**config.mk**
```make
export PLATFORM = sky130hd
export DESIGN_NAME = ip_transport_header_locator
export DESIGN_NICKNAME = d
export VERILOG_FILES = /design/src/ithl_pkg.sv /design/src/ithl_in_reg.sv /design/src/ithl_parser.sv /design/src/ithl_out_reg.sv /design/src/ip_transport_header_locator.sv
export SDC_FILE = /design/constraint.sdc
export NUM_CORES = 1
export LEC_CHECK = 0
export BUFFER_PORTS_ARGS = -buffer_cell sky130_fd_sc_hd__buf_2
export CORE_ASPECT_RATIO = 2
export CORE_UTILIZATION = 45
export CTS_BUF_LIST = sky130_fd_sc_hd__clkbuf_8 sky130_fd_sc_hd__clkbuf_16
export CTS_CLUSTER_SIZE = 10
export DETAILED_ROUTE_END_ITERATION = 12
export GPL_ROUTABILITY_DRIVEN = 0
export PLACE_DENSITY = 0.73
export SYNTH_ARGS = -nofsm -noshare
export SYNTH_HDL_FRONTEND = slang
export SYNTH_SLANG_ARGS = --single-unit
```
**constraint.sdc**
```tcl
create_clock -name aclk -period 4.5 [get_ports aclk]
set_clock_uncertainty 0.2 [all_clocks]
set_input_delay 0.225 -clock aclk [delete_from_list [all_inputs] [get_ports aclk]]
set_output_delay 0.225 -clock aclk [all_outputs]
set_load 0.05 [all_outputs]
```
**src/ithl_pkg.sv**
```systemverilog
// Types and constants shared by the transport header locator modules.
package ithl_pkg;

    // Largest packet handled; the output field widths are sized for it.
    localparam int MAX_PACKET_BYTES = 4096;
    localparam int POS_W            = $clog2(MAX_PACKET_BYTES + 1);
    localparam int OFF_W            = $clog2(MAX_PACKET_BYTES);
    localparam int IN_TDATA_W       = 16;
    localparam int OUT_TDATA_W      = 40;

    // Result status codes.
    localparam logic [2:0] ST_FOUND       = 3'd0;
    localparam logic [2:0] ST_MISMATCH    = 3'd1;
    localparam logic [2:0] ST_FRAGMENT    = 3'd2;
    localparam logic [2:0] ST_NO_HEADER   = 3'd3;
    localparam logic [2:0] ST_TRUNCATED   = 3'd4;
    localparam logic [2:0] ST_BAD_VERSION = 3'd5;

    // IP versions.
    localparam logic [3:0] VER_IPV4 = 4'd4;
    localparam logic [3:0] VER_IPV6 = 4'd6;

    // Next-header and protocol numbers.
    localparam logic [7:0] NH_HOPOPT  = 8'd0;
    localparam logic [7:0] NH_TCP     = 8'd6;
    localparam logic [7:0] NH_UDP     = 8'd17;
    localparam logic [7:0] NH_ROUTING = 8'd43;
    localparam logic [7:0] NH_FRAG    = 8'd44;
    localparam logic [7:0] NH_ICMPV6  = 8'd58;
    localparam logic [7:0] NH_DSTOPTS = 8'd60;

    // Byte positions inside the fixed headers.
    localparam logic [POS_W-1:0] V4_POS_TOTLEN_HI = POS_W'(2);
    localparam logic [POS_W-1:0] V4_POS_TOTLEN_LO = POS_W'(3);
    localparam logic [POS_W-1:0] V4_POS_FRAG_HI   = POS_W'(6);
    localparam logic [POS_W-1:0] V4_POS_FRAG_LO   = POS_W'(7);
    localparam logic [POS_W-1:0] V4_POS_PROTO     = POS_W'(9);
    localparam logic [POS_W-1:0] V6_POS_NEXT_HDR  = POS_W'(6);
    localparam logic [POS_W-1:0] V6_BASE_LEN      = POS_W'(40);
    localparam logic [POS_W-1:0] V6_FRAG_HDR_LEN  = POS_W'(8);
    localparam logic [POS_W-1:0] V4_MIN_LEN       = POS_W'(20);
    localparam logic [POS_W-1:0] V4_TOTLEN_VALID  = POS_W'(4);

    typedef struct packed {
        logic [7:0] wanted_protocol;
        logic       last_byte;
        logic [7:0] data_byte;
    } in_word_t;

    typedef struct packed {
        logic [POS_W-1:0] payload_end;
        logic [7:0]       protocol;
        logic [OFF_W-1:0] transport_offset;
        logic [3:0]       ip_version;
        logic [2:0]       status;
    } result_t;

endpackage

```
**src/ithl_in_reg.sv**
```systemverilog
// Input register that holds one accepted packet byte for the parser.
module ithl_in_reg (
    input  logic                              aclk,
    input  logic                              aresetn,
    input  logic                              s_tvalid,
    output logic                              s_tready,
    // s_tdata: data_byte [7:0], wanted_protocol [15:8]
    input  logic [ithl_pkg::IN_TDATA_W-1:0]   s_tdata,
    input  logic                              s_tlast,
    input  logic                              take,
    output logic                              word_valid,
    output ithl_pkg::in_word_t                word
);

    logic               vld_reg;
    ithl_pkg::in_word_t word_reg;

    assign s_tready   = !vld_reg || take;
    assign word_valid = vld_reg;
    assign word       = word_reg;

    always_ff @(posedge aclk) begin
        if (!aresetn) begin
            vld_reg <= 1'b0;
        end else if (s_tready) begin
            vld_reg <= s_tvalid;
        end
    end

    always_ff @(posedge aclk) begin
        if (s_tvalid && s_tready) begin
            word_reg.data_byte       <= s_tdata[7:0];
            word_reg.wanted_protocol <= s_tdata[15:8];
            word_reg.last_byte       <= s_tlast;
        end
    end

endmodule

```
**src/ithl_parser.sv**
```systemverilog
// Per-byte header walk for IPv4 and IPv6 and the result of each packet.
module ithl_parser (
    input  logic                aclk,
    input  logic                aresetn,
    input  logic                step,
    input  ithl_pkg::in_word_t  word,
    output ithl_pkg::result_t   result
);

    localparam int PW = ithl_pkg::POS_W;
    localparam int OW = ithl_pkg::OFF_W;

    typedef enum logic [2:0] {
        PH_IDLE,
        PH_V4,
        PH_V6,
        PH_EXT,
        PH_FRAG,
        PH_DONE,
        PH_BADVER
    } phase_t;

    logic [PW-1:0] pos_reg, pos_upd, pos_next;
    phase_t        phase_reg, phase_upd, phase_next;
    logic [7:0]    nh_reg, nh_upd, nh_next;
    logic [PW-1:0] bound_reg, bound_upd, bound_next;
    logic [3:0]    ihl_reg, ihl_upd, ihl_next;
    logic [15:0]   total_reg, total_upd, total_next;
    logic [12:0]   frag_reg, frag_upd, frag_next;
    logic [2:0]    outcome_reg, outcome_upd, outcome_next;
    logic [OW-1:0] found_reg, found_upd, found_next;
    logic [7:0]    want_reg, want_upd, want_next;
    logic [3:0]    ver_reg, ver_upd, ver_next;
    logic [12:0]   frag_word;
    logic [PW-1:0] len;

    // Fragment offset of an IPv6 fragment header: upper 13 bits of bytes 2..3.
    assign frag_word = {frag_reg[7:0], word.data_byte[7:3]};

    always_comb begin
        pos_upd     = pos_reg;
        phase_upd   = phase_reg;
        nh_upd      = nh_reg;
        bound_upd   = bound_reg;
        ihl_upd     = ihl_reg;
        total_upd   = total_reg;
        frag_upd    = frag_reg;
        outcome_upd = outcome_reg;
        found_upd   = found_reg;
        want_upd    = want_reg;
        ver_upd     = ver_reg;

        // Bytes past the largest packet are ignored except for their last mark.
        if (pos_reg < PW'(ithl_pkg::MAX_PACKET_BYTES)) begin
            pos_upd = pos_reg + 1'b1;
            if (pos_reg == '0) begin
                want_upd = word.wanted_protocol;
                ver_upd  = word.data_byte[7:4];
                if (word.data_byte[7:4] == ithl_pkg::VER_IPV4) begin
                    phase_upd = PH_V4;
                    ihl_upd   = word.data_byte[3:0];
                end else if (word.data_byte[7:4] == ithl_pkg::VER_IPV6) begin
                    phase_upd = PH_V6;
                    bound_upd = ithl_pkg::V6_BASE_LEN;
                end else begin
                    phase_upd = PH_BADVER;
                end
            end else begin
                case (phase_reg)
                    PH_V4: begin
                        if (pos_reg == ithl_pkg::V4_POS_TOTLEN_HI) begin
                            total_upd = {word.data_byte, 8'h00};
                        end else if (pos_reg == ithl_pkg::V4_POS_TOTLEN_LO) begin
                            total_upd = total_reg | {8'h00, word.data_byte};
                        end else if (pos_reg == ithl_pkg::V4_POS_FRAG_HI) begin
                            frag_upd = {word.data_byte[4:0], 8'h00};
                        end else if (pos_reg == ithl_pkg::V4_POS_FRAG_LO) begin
                            frag_upd = frag_reg | {5'b00000, word.data_byte};
                        end else if (pos_reg == ithl_pkg::V4_POS_PROTO) begin
                            nh_upd = word.data_byte;
                        end
                    end
                    PH_V6: begin
                        if (pos_reg == ithl_pkg::V6_POS_NEXT_HDR) begin
                            nh_upd = word.data_byte;
                        end else if (pos_reg == bound_reg && !word.last_byte) begin
                            // First byte of the next header in the chain.
                            if (nh_reg inside {ithl_pkg::NH_TCP, ithl_pkg::NH_UDP,
                                               ithl_pkg::NH_ICMPV6}) begin
                                outcome_upd = (nh_reg == want_reg) ? ithl_pkg::ST_FOUND
                                                                   : ithl_pkg::ST_MISMATCH;
                                found_upd   = bound_reg[OW-1:0];
                                phase_upd   = PH_DONE;
                            end else if (nh_reg inside {ithl_pkg::NH_HOPOPT,
                                                        ithl_pkg::NH_ROUTING,
                                                        ithl_pkg::NH_DSTOPTS}) begin
                                nh_upd    = word.data_byte;
                                phase_upd = PH_EXT;
                            end else if (nh_reg == ithl_pkg::NH_FRAG) begin
                                nh_upd    = word.data_byte;
                                phase_upd = PH_FRAG;
                            end else begin
                                outcome_upd = ithl_pkg::ST_NO_HEADER;
                                phase_upd   = PH_DONE;
                            end
                        end
                    end
                    PH_EXT: begin
                        if (pos_reg == bound_reg + PW'(1)) begin
                            bound_upd = bound_reg
                                      + PW'({({1'b0, word.data_byte} + 9'd1), 3'b000});
                            phase_upd = PH_V6;
                        end
                    end
                    PH_FRAG: begin
                        if (pos_reg == bound_reg + PW'(2)) begin
                            frag_upd = {5'b00000, word.data_byte};
                        end else if (pos_reg == bound_reg + PW'(3)) begin
                            frag_upd = frag_word;
                            if (frag_word != '0) begin
                                outcome_upd = ithl_pkg::ST_FRAGMENT;
                                phase_upd   = PH_DONE;
                            end else begin
                                bound_upd = bound_reg + ithl_pkg::V6_FRAG_HDR_LEN;
                                phase_upd = PH_V6;
                            end
                        end
                    end
                    default: begin
                    end
                endcase
            end
        end
    end

    // Result of the packet, as seen after the current byte.
    always_comb begin
        len                     = pos_upd;
        result.status           = ithl_pkg::ST_TRUNCATED;
        result.transport_offset = '0;
        case (phase_upd)
            PH_V4: begin
                if (len < ithl_pkg::V4_MIN_LEN) begin
                    result.status = ithl_pkg::ST_TRUNCATED;
                end else if (nh_upd != want_upd) begin
                    result.status = ithl_pkg::ST_MISMATCH;
                end else if (frag_upd != '0) begin
                    result.status = ithl_pkg::ST_FRAGMENT;
                end else begin
                    result.status           = ithl_pkg::ST_FOUND;
                    result.transport_offset = OW'({ihl_upd, 2'b00});
                end
            end
            PH_DONE: begin
                result.status = outcome_upd;
                if (outcome_upd == ithl_pkg::ST_FOUND) begin
                    result.transport_offset = found_upd;
                end
            end
            PH_BADVER: begin
                result.status = ithl_pkg::ST_BAD_VERSION;
            end
            default: begin
                result.status = ithl_pkg::ST_TRUNCATED;
            end
        endcase
        result.ip_version = ver_upd;
        result.protocol   = nh_upd;
        if (ver_upd == ithl_pkg::VER_IPV4 && len >= ithl_pkg::V4_TOTLEN_VALID
                && total_upd < 16'(len)) begin
            result.payload_end = total_upd[PW-1:0];
        end else begin
            result.payload_end = len;
        end
    end

    // The last byte closes the packet; the next byte starts a new one.
    always_comb begin
        want_next = want_upd;
        if (word.last_byte) begin
            pos_next     = '0;
            phase_next   = PH_IDLE;
            nh_next      = '0;
            bound_next   = '0;
            ihl_next     = '0;
            total_next   = '0;
            frag_next    = '0;
            outcome_next = ithl_pkg::ST_TRUNCATED;
            found_next   = '0;
            ver_next     = '0;
        end else begin
            pos_next     = pos_upd;
            phase_next   = phase_upd;
            nh_next      = nh_upd;
            bound_next   = bound_upd;
            ihl_next     = ihl_upd;
            total_next   = total_upd;
            frag_next    = frag_upd;
            outcome_next = outcome_upd;
            found_next   = found_upd;
            ver_next     = ver_upd;
        end
    end

    always_ff @(posedge aclk) begin
        if (!aresetn) begin
            pos_reg     <= '0;
            phase_reg   <= PH_IDLE;
            nh_reg      <= '0;
            bound_reg   <= '0;
            ihl_reg     <= '0;
            total_reg   <= '0;
            frag_reg    <= '0;
            outcome_reg <= ithl_pkg::ST_TRUNCATED;
            found_reg   <= '0;
            want_reg    <= '0;
            ver_reg     <= '0;
        end else if (step) begin
            pos_reg     <= pos_next;
            phase_reg   <= phase_next;
            nh_reg      <= nh_next;
            bound_reg   <= bound_next;
            ihl_reg     <= ihl_next;
            total_reg   <= total_next;
            frag_reg    <= frag_next;
            outcome_reg <= outcome_next;
            found_reg   <= found_next;
            want_reg    <= want_next;
            ver_reg     <= ver_next;
        end
    end

endmodule

```
**src/ithl_out_reg.sv**
```systemverilog
// Result register that holds one packet result until the sink takes it.
module ithl_out_reg (
    input  logic                              aclk,
    input  logic                              aresetn,
    input  logic                              load,
    input  ithl_pkg::result_t                 result,
    output logic                              m_tvalid,
    input  logic                              m_tready,
    // m_tdata: status [2:0], ip_version [6:3], transport_offset [18:7],
    //          protocol [26:19], payload_end [39:27]
    output logic [ithl_pkg::OUT_TDATA_W-1:0]  m_tdata
);

    logic                             vld_reg;
    logic [ithl_pkg::OUT_TDATA_W-1:0] data_reg;

    assign m_tvalid = vld_reg;
    assign m_tdata  = data_reg;

    always_ff @(posedge aclk) begin
        if (!aresetn) begin
            vld_reg <= 1'b0;
        end else if (load) begin
            vld_reg <= 1'b1;
        end else if (m_tready) begin
            vld_reg <= 1'b0;
        end
    end

    always_ff @(posedge aclk) begin
        if (load) begin
            data_reg <= {result.payload_end, result.protocol, result.transport_offset,
                         result.ip_version, result.status};
        end
    end

endmodule

```
**src/ip_transport_header_locator.sv**
```systemverilog
// Top level of the transport header locator for captured IPv4 and IPv6 packets.
//
//   Channel   Ports                          Word
//   s_        s_tvalid s_tready s_tdata      data_byte, wanted_protocol; s_tlast ends packet
//                      s_tlast
//   m_        m_tvalid m_tready m_tdata      status, ip_version, transport_offset,
//                                            protocol, payload_end
//
// One input word is taken in every cycle unless s_tready is low; each byte is parsed
// combinationally between the input register and the result register.
// A result enters the result register as its packet's last word leaves the input register.
// Reset is synchronous and active low; it empties both registers and restarts the walk.
// s_tready falls only while a last word waits behind a result the sink has not taken.
module ip_transport_header_locator (
    input  logic                              aclk,
    input  logic                              aresetn,
    input  logic                              s_tvalid,
    output logic                              s_tready,
    // s_tdata: data_byte [7:0], wanted_protocol [15:8]
    input  logic [ithl_pkg::IN_TDATA_W-1:0]   s_tdata,
    input  logic                              s_tlast,
    output logic                              m_tvalid,
    input  logic                              m_tready,
    // m_tdata: status [2:0], ip_version [6:3], transport_offset [18:7],
    //          protocol [26:19], payload_end [39:27]
    output logic [ithl_pkg::OUT_TDATA_W-1:0]  m_tdata
);

    logic               word_valid;
    ithl_pkg::in_word_t word;
    logic               take;
    logic               load;
    ithl_pkg::result_t  result;

    // A non-last word never needs the result register, so it always moves on.
    assign take = word_valid && (!word.last_byte || !m_tvalid || m_tready);
    assign load = take && word.last_byte;

    ithl_in_reg u_in_reg (
        .aclk       (aclk),
        .aresetn    (aresetn),
        .s_tvalid   (s_tvalid),
        .s_tready   (s_tready),
        .s_tdata    (s_tdata),
        .s_tlast    (s_tlast),
        .take       (take),
        .word_valid (word_valid),
        .word       (word)
    );

    ithl_parser u_parser (
        .aclk    (aclk),
        .aresetn (aresetn),
        .step    (take),
        .word    (word),
        .result  (result)
    );

    ithl_out_reg u_out_reg (
        .aclk     (aclk),
        .aresetn  (aresetn),
        .load     (load),
        .result   (result),
        .m_tvalid (m_tvalid),
        .m_tready (m_tready),
        .m_tdata  (m_tdata)
    );

    // Input backpressure only ever comes from a stalled result.
    a_stall_from_output: assert property (@(posedge aclk) disable iff (!aresetn)
        !s_tready |-> (m_tvalid && !m_tready))
        else $error("input stalled without a pending result");

    // A new result only follows a last word leaving the input register.
    a_result_from_last: assert property (@(posedge aclk) disable iff (!aresetn)
        $rose(m_tvalid) |-> $past(take && word.last_byte))
        else $error("result produced without a last word");

    // A result that is taken while no last word is parsed leaves the output empty.
    a_result_drains: assert property (@(posedge aclk) disable iff (!aresetn)
        (m_tvalid && m_tready && !load) |=> !m_tvalid)
        else $error("result repeated");

endmodule

```
Word level (Yosys, flattened, before mapping)
Cells that the tools add are included.
{ "totals": {"register_bits": 156, "input_bits": 21, "out_inout_bits": 42} }
{ "classes": {"addsub": 7, "magnitude_cmp": 4, "n_eq_ne": 33, "mux": 98, "n_bitwise": 2, "reduce_logical": 23} }
{ "op_table": {"columns": ["op", "n"], "rows": [
  ["two-way mux 13 bit", 21],
  ["two-way mux 12 bit", 10],
  ["two-way mux 8 bit", 15],
  ["two-way mux 16 bit", 6],
  ["two-way mux 3 bit", 26],
  ["== test 13 bit", 4],
  ["case mux 13 bit (2 select lines)", 2],
  ["== test 8 x 6 -> 1 bit, second input constant", 4],
  ["two-way mux 4 bit", 7],
  ["adder 13 x 1 -> 13 bit, second input constant", 2],
  ["adder 13 x 2 -> 13 bit, second input constant", 2],
  ["== test 13 x 2 -> 1 bit, second input constant", 2],
  ["== test 13 x 3 -> 1 bit, second input constant", 2],
  ["nonzero test 13 bit", 2],
  ["case mux 12 bit (2 select lines)", 1],
  ["case mux 3 bit (3 select lines)", 2],
  ["less-than comparator 16 x 13 -> 1 bit", 1],
  ["OR 16 x 8 -> 16 bit", 1],
  ["case mux 8 bit (2 select lines)", 1],
  ["adder 13 x 12 -> 13 bit", 1],
  ["adder 13 x 4 -> 13 bit, second input constant", 1],
  ["== test 13 x 4 -> 1 bit, second input constant", 1],
  [">= comparator 13 x 3 -> 1 bit, second input constant", 1],
  ["logical NOT 13 bit", 1],
  ["28 further kinds", 51]
]} }

Longest topological paths before layout
Gate-level depths: netlist (run 1).
{ "logic_depth": {"ltp_word": 13, "ltp_mapped": 17, "mapped_depth_nobuf": 15} }

Hierarchy
Synthesis (run 1) repeated with hierarchy kept, for this count alone.
{ "hier_totals": {"hier_cells": 1048, "hier_area_um2": 9223.8} }
{ "modules_own_cells": {"columns": ["mod", "n_inst", "cells_per_inst", "area_per_inst_um2"], "rows": [
  ["ithl_parser", 1, 979, 7380.8],
  ["ithl_out_reg", 1, 43, 1242.4],
  ["ithl_in_reg", 1, 22, 568.0],
  ["ip_transport_header_locator", 1, 4, 32.5]
]} }

Least setup slack after synthesis (run 1)
OpenSTA, ideal clock, no wires.
{ "synth_path": {"path_kind": "reg-to-reg", "start": "register u_parser.pos_reg[5]", "end": "register u_out_reg.data_reg, in the netlist u_out_reg.m_tdata[38], data pin", "setup_ns": 0.260, "arrival_time_ns": 3.849, "required_time_ns": 4.040, "slack_ns": 0.191, "path_stages_with_launch": 16, "n_path_buf": 3, "cell_sequence": "dfxtp_1 > buf_6 > nor4_4 > nand4b_4 > nor4_4 > clkbuf_1 > nor2_1 > ha_1 > a211oi_1 > nand2_1 > o2111ai_1 > a21oi_1 > a211o_1 > a221oi_4 > buf_8 > mux2_4"} }
{ "synth_rtl": {"columns": ["item", "line_no", "source"], "rows": [
  ["start: declaration", "ithl_parser.sv:23", "logic [PW-1:0] pos_reg, pos_upd, pos_next;"],
  ["start signal: assignment", "ithl_parser.sv:219", "pos_reg <= pos_next;"],
  ["end signal: assignment", "ithl_out_reg.sv:32", "data_reg <= {result.payload_end, result.protocol, result.transport_offset,"],
  ["end: declaration", "ithl_out_reg.sv:15", "logic [ithl_pkg::OUT_TDATA_W-1:0] data_reg;"]
]} }

==> impl_metrics.csv, run 1 <==
group,metric,value,unit
timing,relSlewSlack,0.251,
critical_path,cp.depth,15,
floorplanning,die_w,101,um
critical_path,cp_max_fo,9,
global_route,grt_overflow,0,
critical_path,crit_start,"u_parser.pos_reg[4]",
global_route,grt_pass1_wl,42800,um
synth,ys_async_sr_fraction,0,
final_layout,drive_gt1_frac,0.171,
timing,hold_ws,266,ps
clock_network,cts_root_buf,"clkbuf_16",
power,peakVddDrop,0.272,mV
clock_network,clk_pin_slew,70,ps
critical_path,worstSetupPathType,"reg -> reg",
synth,avgSynthCellArea,9.16,um2
run_status,status,"finished, final reports clean",
drt,drtIter0Drc,759,
timing,finalSetupTns,0,ps
synth,synth_area_leaders,"dfxtp_1 22%, edfxtp_1 19%, nor2b_1 4.9%",
place,port_buffers,62,
floorplanning,initial_core_util,0.459,
final_layout,nets,1115,
timing,rsz0062_at_grt,"no",
floorplanning,dieArea,20400,um2
final_layout,design_area,10500,um2
synth,netlist_area,8890,um2
drt,routed_via_density,6.09,
timing,fin_crit,4290,ps
synth,synth_top_cell_by_area,"dfxtp_1",
critical_path,reg2regPathDepth,15,
drt,drc,0,
final_layout,nFillCells,1733,
clock_network,cts_buffer_depth,2,
critical_path,cp.arrival,4290,ps
synth,syn_inst,971,
synth,synth_edf_count,57,
critical_path,crit_path_top_delay_cell,"a221oi_4",
clock_network,worstSkewPairLatency,440,ps
timing,worst_pin_slew,1120,ps
clock_network,cts_tree,"built",
global_route,gr-usage-all-layers,0.285,
critical_path,start_kind,"flip-flop",
power,p_total,3.40,mW
timing,finalHoldViolations,0,
critical_path,reg2reg_from,"u_parser.pos_reg[4]",
synth,synthFlopType,"dfxtp_1",
place,placed_cell_area,9640,um2
synth,yosys.area.top_type_share,0.216,
critical_path,slowest_delay,430,ps
critical_path,regToRegEndpoint,"u_out_reg.m_tdata[31]",
power,p_leak,3.95,nW
timing,slew_violations,0,
power,cellPowerDensity,323,nW/um2
critical_path,worstPathRequired,4490,ps
floorplanning,core_area,19400,um2
final_layout,largest_reg_flops,40,
job,drv_cap,0,
floorplanning,fp.dieH,201,um
place,hpwl,19400,um
clock_network,numCtsBuffers,17,
drt,routed_wl,27900,um
hold_path,hold_class,"in -> reg",
critical_path,reg2reg_setup_slack,210,ps
synth,syn-num-nets,1019,
clock_network,cts_sinks,153,
synth,synthTopCellsByCount,"96 x dfxtp_1, 89 x nand2_1, 69 x nor2b_1",
synth,synth_seq_cells,153,
timing,finalCritPeriodShare,0.954,
global_route,antenna_found_initial,0,
drt,wl_per_cell,20.9,um
floorplanning,ioPinCount,63,
synth,synth-seq-area-share,0.408,
global_route,first_global_vias,7972,
synth,synth_warnings,0,
final_layout,diodes,0,
global_route,grt_max_degree,63,
final_layout,syn_to_final_growth,18.4,%
timing,setup_viol,0,
drt,num_vias,8150,
critical_path,end_kind,"flip-flop",
synth,synth_most_common_cell,"dfxtp_1",
critical_path,path_cells,"nor4_4, buf_4, nand4b_4, nor4b_2, buf_4, a21oi_1, nor2_1, ha_1, a211oi_1, nand2_1, o2111ai_1, a21oi_1, a211o_1, a221oi_4, mux2_2",
floorplanning,num_rows,72,
drt,ant_nets,0,
critical_path,cp_top_family,"compound AO/OA/AOI/OAI gates",
drt,dr.pass1.iters,6,
clock_network,htreeDepth,4,
critical_path,cp_num_buf_inv,2,
timing,clock.fmax,0.233,GHz
synth,synth.distinct_cells,86,
critical_path,setup.worst_path.end,"u_out_reg.m_tdata[31]",
-- repair_timing --
action / in CTS / in global routing
hold buffers: 20 / 0
buffers inserted: 0 / 3
resized for setup: 0 / 3
endpoints found under the setup margin: 0 / 15
endpoints found under the hold margin: 19 / 0
-- cell type report --
cell class | instances | area, um2 | area share
Clock buffer | 18 | 450 | 0.0428
Clock inverter | 14 | 215 | 0.0204
Inverter | 36 | 135 | 0.0128
Multi-Input combinational cell | 726 | 4880 | 0.464
Sequential cell | 153 | 3630 | 0.345
Tap cell | 259 | 324 | 0.0308
Timing Repair Buffer | 133 | 893 | 0.0848
-- layer usage --
metal	global-route usage	wire (um)	share of wire
met4	0.228	2300	0.082
met1	0.296	9690	0.35
met3	0.0543	1740	0.062
met2	0.487	14200	0.51
met5	0	0	0
-- logic make-up after synthesis --
| kind of cell | Yosys count | share of synthesized area |
|---|---|---|
| buffers and inverters | 92 | 0.0442 |
| adder cells (fa/ha/maj) | 27 | 0.0388 |
| XOR/XNOR | 47 | 0.0463 |
| AO/OA/AOI/OAI | 226 | 0.172 |
| AND/OR/NAND/NOR | 382 | 0.239 |
| multiplexers | 44 | 0.0518 |
| flip-flops | 153 | 0.408 |
-- worst reg2reg max path, cell delays in order (launching register included) --
cell	delay (ps)
dfxtp_1	380
nor4_4	260
buf_4	180
nand4b_4	180
nor4b_2	310
buf_4	210
a21oi_1	90
nor2_1	180
ha_1	280
a211oi_1	230
nand2_1	90
o2111ai_1	200
a21oi_1	110
a211o_1	320
a221oi_4	430
mux2_2	390
-- stage by stage --
stage | util | std cells | worst slack (ps)
CTS | 0.542 | 1336 | 113
global route | 0.544 | 1339 | 32.8
floorplan | - | 971 | 191
detailed placement | 0.498 | 1284 | 167
global placement | 0.498 | 1284 | 261
finish | 0.544 | 1339 | 208
-- power breakdown --
| group | total [mW] | leakage (nW) | switching [mW] | internal [mW] |
|---|---|---|---|---|
| registers | 1.48 | 1.32 | 0.0225 | 1.46 |
| logic | 0.300 | 2.31 | 0.199 | 0.101 |
| clock network | 1.62 | 0.328 | 0.598 | 1.02 |
-- cells in the final DEF, fill, tap and decap left out, drive strengths merged, types with 22 or more instances in the layout --
master  netlist  routed
a21oi        54      54
nand2        89      89
xnor2        30      30
edfxtp       57      57
buf          11     113
ha           26      26
nor2         59      59
dfxtp        96      96
nor3         27      27
and2         27      27
mux2i        31      31
a22oi        51      51
nand4        22      22
nor2b        69      69
inv          35      39
o21ai        45      45
-- worst min path at each step --
stage,start,endpoint,slack (ps),cells after the start
after floorplan,s_tdata[0],u_in_reg.word[0],120,0
after global placement,s_tdata[10],u_in_reg.word[11],200,1
after detailed placement,s_tdata[0],u_in_reg.word[0],200,1
after CTS,aresetn,u_parser.outcome_reg[2],240,2
after global routing,s_tdata[12],u_in_reg.word[13],280,2
final,aresetn,u_parser.total_reg[0],270,3
Note: power is estimated with default switching activity, not from simulation.
==> run 2: changes to the inputs <==
BUFFER_PORTS_ARGS = -buffer_cell sky130_fd_sc_hd__buf_4   (was -buffer_cell sky130_fd_sc_hd__buf_2)
HOLD_SLACK_MARGIN = 0.12   (was unset)
==> run 2 against run 1 <==
Power down 4.7%. Register-to-register slack better by 40 ps. Combinational power up 3%. Cell count about the same. Largest cell class unchanged. Largest power group is now sequential cells. Highest routed layer unchanged.
==> impl_metrics.csv, run 2 (synthesized netlist as in run 1, its figures left out) <==
group,metric,value,unit
power,p_seq_frac,0.458,
global_route,grt_max_degree,97,
power,switchingPower,0.812,mW
timing,hold_ws,140,ps
floorplanning,fp.dieH,201,um
clock_network,cts_sinks,153,
timing,fin_crit,4250,ps
global_route,first_global_vias,7911,
clock_network,clk_pin_slew,60,ps
timing,relSlewSlack,0.199,
floorplanning,initial_core_util,0.459,
job,drv_cap,0,
place,dp_cells,1287,
drt,drc,0,
critical_path,worstPathRequired,4500,ps
final_layout,diodes,0,
final_layout,nFillCells,1743,
global_route,antenna_found_initial,0,
final_layout,fin_cells,1340,
final_layout,final_common_cell,"buf_4",
clock_network,cts_root_buf,"clkbuf_16",
global_route,gr-usage-all-layers,0.286,
floorplanning,ioPinCount,63,
timing,finalHoldViolations,0,
critical_path,cp.arrival,4250,ps
timing,worst_pin_slew,1200,ps
clock_network,cts_tree,"built",
floorplanning,die_w,101,um
critical_path,path_cells,"nor4_4, nand4b_4, nor4b_2, buf_4, a21oi_1, nor2_1, ha_1, a211oi_1, nand2_1, o2111ai_1, a21oi_1, a211o_1, a221oi_4, mux2_2",
drt,num_vias,8158,
power,p_int,2.43,mW
power,p_leak,3.97,nW
timing,setup_viol,0,
place,hpwl,19500,um
power,cellPowerDensity,305,nW/um2
final_layout,largest_reg_flops,40,
power,swShare,0.251,
drt,routed_wl,27900,um
final_layout,drive_gt1_frac,0.172,
floorplanning,dieArea,20400,um2
timing,clock.fmax,0.235,GHz
critical_path,cpMostUsedCell,"a21oi_1",
floorplanning,num_rows,72,
final_layout,syn_to_final_growth,19.4,%
critical_path,cp_num_buf_inv,1,
critical_path,slowest_delay,430,ps
timing,slew_violations,0,
hold_path,hold_class,"in -> reg",
timing,rsz0062_at_grt,"no",
critical_path,start_kind,"flip-flop",
drt,wl_per_cell,20.8,um
final_layout,final_cell_mix,"114 x buf_4, 96 x dfxtp_1, 89 x nand2_1",
power,peakVddDrop,0.292,mV
drt,drtIter0Drc,681,
timing,finalCritPeriodShare,0.945,
critical_path,end_kind,"flip-flop",
drt,routed_via_density,6.09,
final_layout,nets,1116,
place,port_buffers,62,
run_status,status,"finished, final reports clean",
floorplanning,core_area,19400,um2
critical_path,crit_path_top_delay_cell,"a221oi_4",
timing,finalSetupTns,0,ps
power,pwr-share-comb,0.095,
clock_network,numCtsBuffers,17,
critical_path,cp_top_family,"compound AO/OA/AOI/OAI gates",
clock_network,worstSkewPairLatency,460,ps
drt,dr.pass1.iters,6,
global_route,grt_overflow,0,
drt,ant_nets,0,
clock_network,cts_buffer_depth,2,
global_route,grt_pass1_wl,43000,um
critical_path,worstSetupPathType,"reg -> reg",
critical_path,cp_max_fo,9,
clock_network,htreeDepth,4,
power,clkPwrFrac,0.447,
run 2: cell types whose count changed in the layout (fill, tap and decap cells not counted), moves of 2 or more:
cell,previous run,this run
buf_4,51,114
clkinvlp_4,1,3
buf_2,62,0
bufinv_16,5,2
clkbuf_8,0,3
clkinv_2,2,4
inv_6,4,1
run 2: final cells by class:
cell class,count,area [um2],area share
repair buffers,134,1060,0.0994
clock buffers,20,467,0.0439
clock inverters,12,124,0.0117
multi-input cells,726,4880,0.460
well taps,259,324,0.0305
inverters,36,135,0.0127
flip-flops and latches,153,3630,0.342
run 2: final timing paths:
kind,start,end,slack [ps],depth (start not counted)
setup / recovery,u_parser.pos_reg[4],u_out_reg.m_tdata[36],250,14
hold / removal,aresetn,u_parser.outcome_reg[2],140,2
setup reg to reg,u_parser.pos_reg[4],u_out_reg.m_tdata[36],250,14
hold reg to reg,u_parser.found_reg[1],u_parser.found_reg[1],280,1
run 2: timing repair:
| action | 4_1_cts | 5_1_grt |
|---|---|---|
| hold endpoints to repair | 19 | 0 |
| setup endpoints to repair | 0 | 11 |
| gates resized for setup | 0 | 2 |
| buffers inserted | 0 | 1 |
| hold buffers | 20 | 0 |
run 2: stage by stage:
step / power (mW) / setup WS (ps) / cell area (um2) / utilization
floorplan: 1.70 / 191 / 8890 / -
global placement: 1.80 / 230 / 9820 / 0.507
detailed placement: 1.80 / 202 / 9820 / 0.507
CTS: 3.25 / 165 / 10600 / 0.548
global route: 3.33 / 76.1 / 10600 / 0.549
finish: 3.24 / 247 / 10600 / 0.549
run 2: layer usage:
| layer | vias to the layer above | global-route usage | part of all wire |
|---|---|---|---|
| li1 | 3726 | - | - |
| met1 | 3863 | 0.291 | 0.34 |
| met2 | 408 | 0.485 | 0.52 |
| met3 | 161 | 0.0641 | 0.059 |
| met4 | 0 | 0.236 | 0.084 |
| met5 | - | 0 | 0 |
run 2: worst register-to-register path, cell delays in order, from the launching register on:
cell,delay (ps)
dfxtp_1,380
nor4_4,420
nand4b_4,220
nor4b_2,310
buf_4,200
a21oi_1,80
nor2_1,180
ha_1,280
a211oi_1,250
nand2_1,80
o2111ai_1,180
a21oi_1,100
a211o_1,310
a221oi_4,430
mux2_2,390
run 2: power groups by stage:
stage	registers [mW]	logic [mW]	clock network, mW
after floorplan	1.53	0.163	0
after global placement	1.51	0.284	0
after detailed placement	1.51	0.288	0
after CTS	1.48	0.302	1.46
after global routing	1.48	0.328	1.52
final	1.48	0.308	1.45
==> run 3: changes to the inputs <==
PLACE_DENSITY = 0.7   (was 0.73)
clock period = 5 ns   (was 4.5 ns; I/O delays follow)
==> run 3 against run 2 <==
First-iteration DRC count shrank 0.29%. Sequential power shrank 10%. Via count shrank 2.5%. Power shrank 9.5%. Critical endpoint is now u_out_reg.m_tdata[11]. Largest cell class unchanged. Largest power group unchanged.
==> impl_metrics.csv, run 3 (synthesized netlist as in run 1, its figures left out) <==
group,metric,value,unit
floorplanning,num_rows,72,
power,p_total,2.93,mW
power,cellPowerDensity,281,nW/um2
critical_path,reg2reg_from,"u_parser.pos_reg[0]",
drt,routed_wl,27500,um
clock_network,htreeDepth,4,
global_route,grt_overflow,0,
critical_path,setup.worst_path.end,"u_out_reg.m_tdata[11]",
drt,routed_via_density,6.04,
clock_network,clk_pin_slew,70,ps
clock_network,worstSkewPairLatency,460,ps
place,dp_cells,1264,
timing,relSlewSlack,0.207,
run_status,status,"finished, final reports clean",
critical_path,worstPathRequired,5070,ps
floorplanning,dieArea,20400,um2
drt,drc,0,
critical_path,reg2reg_setup_slack,410,ps
final_layout,syn_to_final_growth,17.3,%
critical_path,start_kind,"flip-flop",
critical_path,crit_start,"u_parser.pos_reg[0]",
timing,finalCritPeriodShare,0.918,
critical_path,end_kind,"flip-flop",
floorplanning,initial_core_util,0.459,
final_layout,fin_cells,1316,
timing,finalHoldViolations,0,
timing,fin_crit,4590,ps
drt,dr.pass1.iters,6,
clock_network,cts_root_buf,"clkbuf_16",
final_layout,diodes,0,
final_layout,drive_gt1_frac,0.150,
critical_path,cp_max_fo,9,
final_layout,largest_reg_flops,40,
drt,wl_per_cell,20.9,um
critical_path,regToRegEndpoint,"u_out_reg.m_tdata[11]",
global_route,first_global_vias,7845,
timing,rsz0062_at_grt,"no",
final_layout,final_common_cell,"dfxtp_1",
critical_path,worstSetupPathType,"reg -> reg",
critical_path,cp.arrival,4670,ps
place,hpwl,19300,um
timing,clock.fmax,0.218,GHz
place,port_buffers,62,
floorplanning,core_area,19400,um2
critical_path,reg2regPathDepth,12,
clock_network,cts_tree,"built",
clock_network,cts_buffer_depth,2,
job,drv_cap,0,
final_layout,nFillCells,1764,
final_layout,nets,1092,
clock_network,cts_sinks,153,
timing,slew_violations,0,
floorplanning,die_w,101,um
power,p_leak,3.86,nW
drt,ant_nets,0,
power,peakVddDrop,0.311,mV
global_route,grt_max_degree,97,
global_route,antenna_found_initial,0,
global_route,gr-usage-all-layers,0.285,
floorplanning,fp.dieH,201,um
floorplanning,ioPinCount,63,
hold_path,hold_class,"in -> reg",
drt,num_vias,7950,
timing,worst_pin_slew,1190,ps
drt,drtIter0Drc,679,
timing,setup_viol,0,
global_route,grt_pass1_wl,43000,um
clock_network,numCtsBuffers,17,
timing,finalSetupTns,0,ps
timing,hold_ws,127,ps
clock_network,cts_repair_resize_count,0,
final_layout,final_cell_mix,"96 x dfxtp_1, 90 x buf_4, 89 x nand2_1",
## run 3: cell count changes in the layout (fill, tap and decap cells not counted), moves of 2 or more
cell,before,now
clkbuf_8,3,0
buf_4,114,90
clkinv_4,1,4
inv_1,35,37
## run 3: routing by layer
| layer | global-route usage | share of wire | up-vias |
|---|---|---|---|
| met5 | 0 | 0 | - |
| met4 | 0.234 | 0.077 | 0 |
| met3 | 0.0595 | 0.055 | 133 |
| met2 | 0.480 | 0.51 | 387 |
| met1 | 0.298 | 0.36 | 3751 |
| li1 | - | - | 3679 |
## run 3: layout make-up
cell class / instances / area [um2] / share of cell area
Clock buffer: 17 / 425 / 0.0408
Clock inverter: 15 / 166 / 0.0159
Inverter: 36 / 135 / 0.0129
Multi-Input combinational cell: 726 / 4880 / 0.467
Sequential cell: 153 / 3630 / 0.348
Tap cell: 259 / 324 / 0.0310
Timing Repair Buffer: 110 / 876 / 0.0839
## run 3: timing repair
action | 4_1_cts | 5_1_grt
hold buffers | 20 | 0
hold endpoints to repair | 19 | 0
setup buffers | 0 | 0
## run 3: worst min-delay path by stage
stage / slack (ps) / startpoint / depth (start not counted) / endpoint
floorplan: 150 / s_tdata[0] / 0 / u_in_reg.word[0]
finish: 130 / aresetn / 2 / u_parser.outcome_reg[2]
CTS: 180 / aresetn / 2 / u_parser.outcome_reg[2]
detailed placement: 230 / s_tdata[9] / 1 / u_in_reg.word[10]
global placement: 230 / s_tdata[6] / 1 / u_in_reg.word[6]
global route: 230 / aresetn / 2 / u_parser.outcome_reg[2]
## run 3: report_power, final
group / total (mW) / internal (mW) / switching, mW / leakage (nW)
sequential: 1.33 / 1.31 / 0.0202 / 1.32
clock: 1.32 / 0.777 / 0.544 / 0.296
combinational: 0.275 / 0.0978 / 0.177 / 2.25
total: 2.93 / 2.19 / 0.741 / 3.86
## run 3: worst max-delay path, stage by stage, from the launching register on
cell,delay [ps]
dfxtp_1,380
inv_1,110
ha_1,320
nor3b_1,360
nand4_2,360
nand2_1,270
or3_1,220
o21bai_2,240
mux2_2,400
xnor2_1,120
a2111oi_0,520
nand4_1,500
o32ai_1,410
## run 3: through the flow
stage | utilization | setup WS, ps | area, um2
after global placement | 0.498 | 543 | 9650
after global routing | 0.539 | 119 | 10400
final | 0.539 | 409 | 10400
after floorplan | - | 691 | 8890
after detailed placement | 0.498 | 550 | 9650
after CTS | 0.539 | 546 | 10400
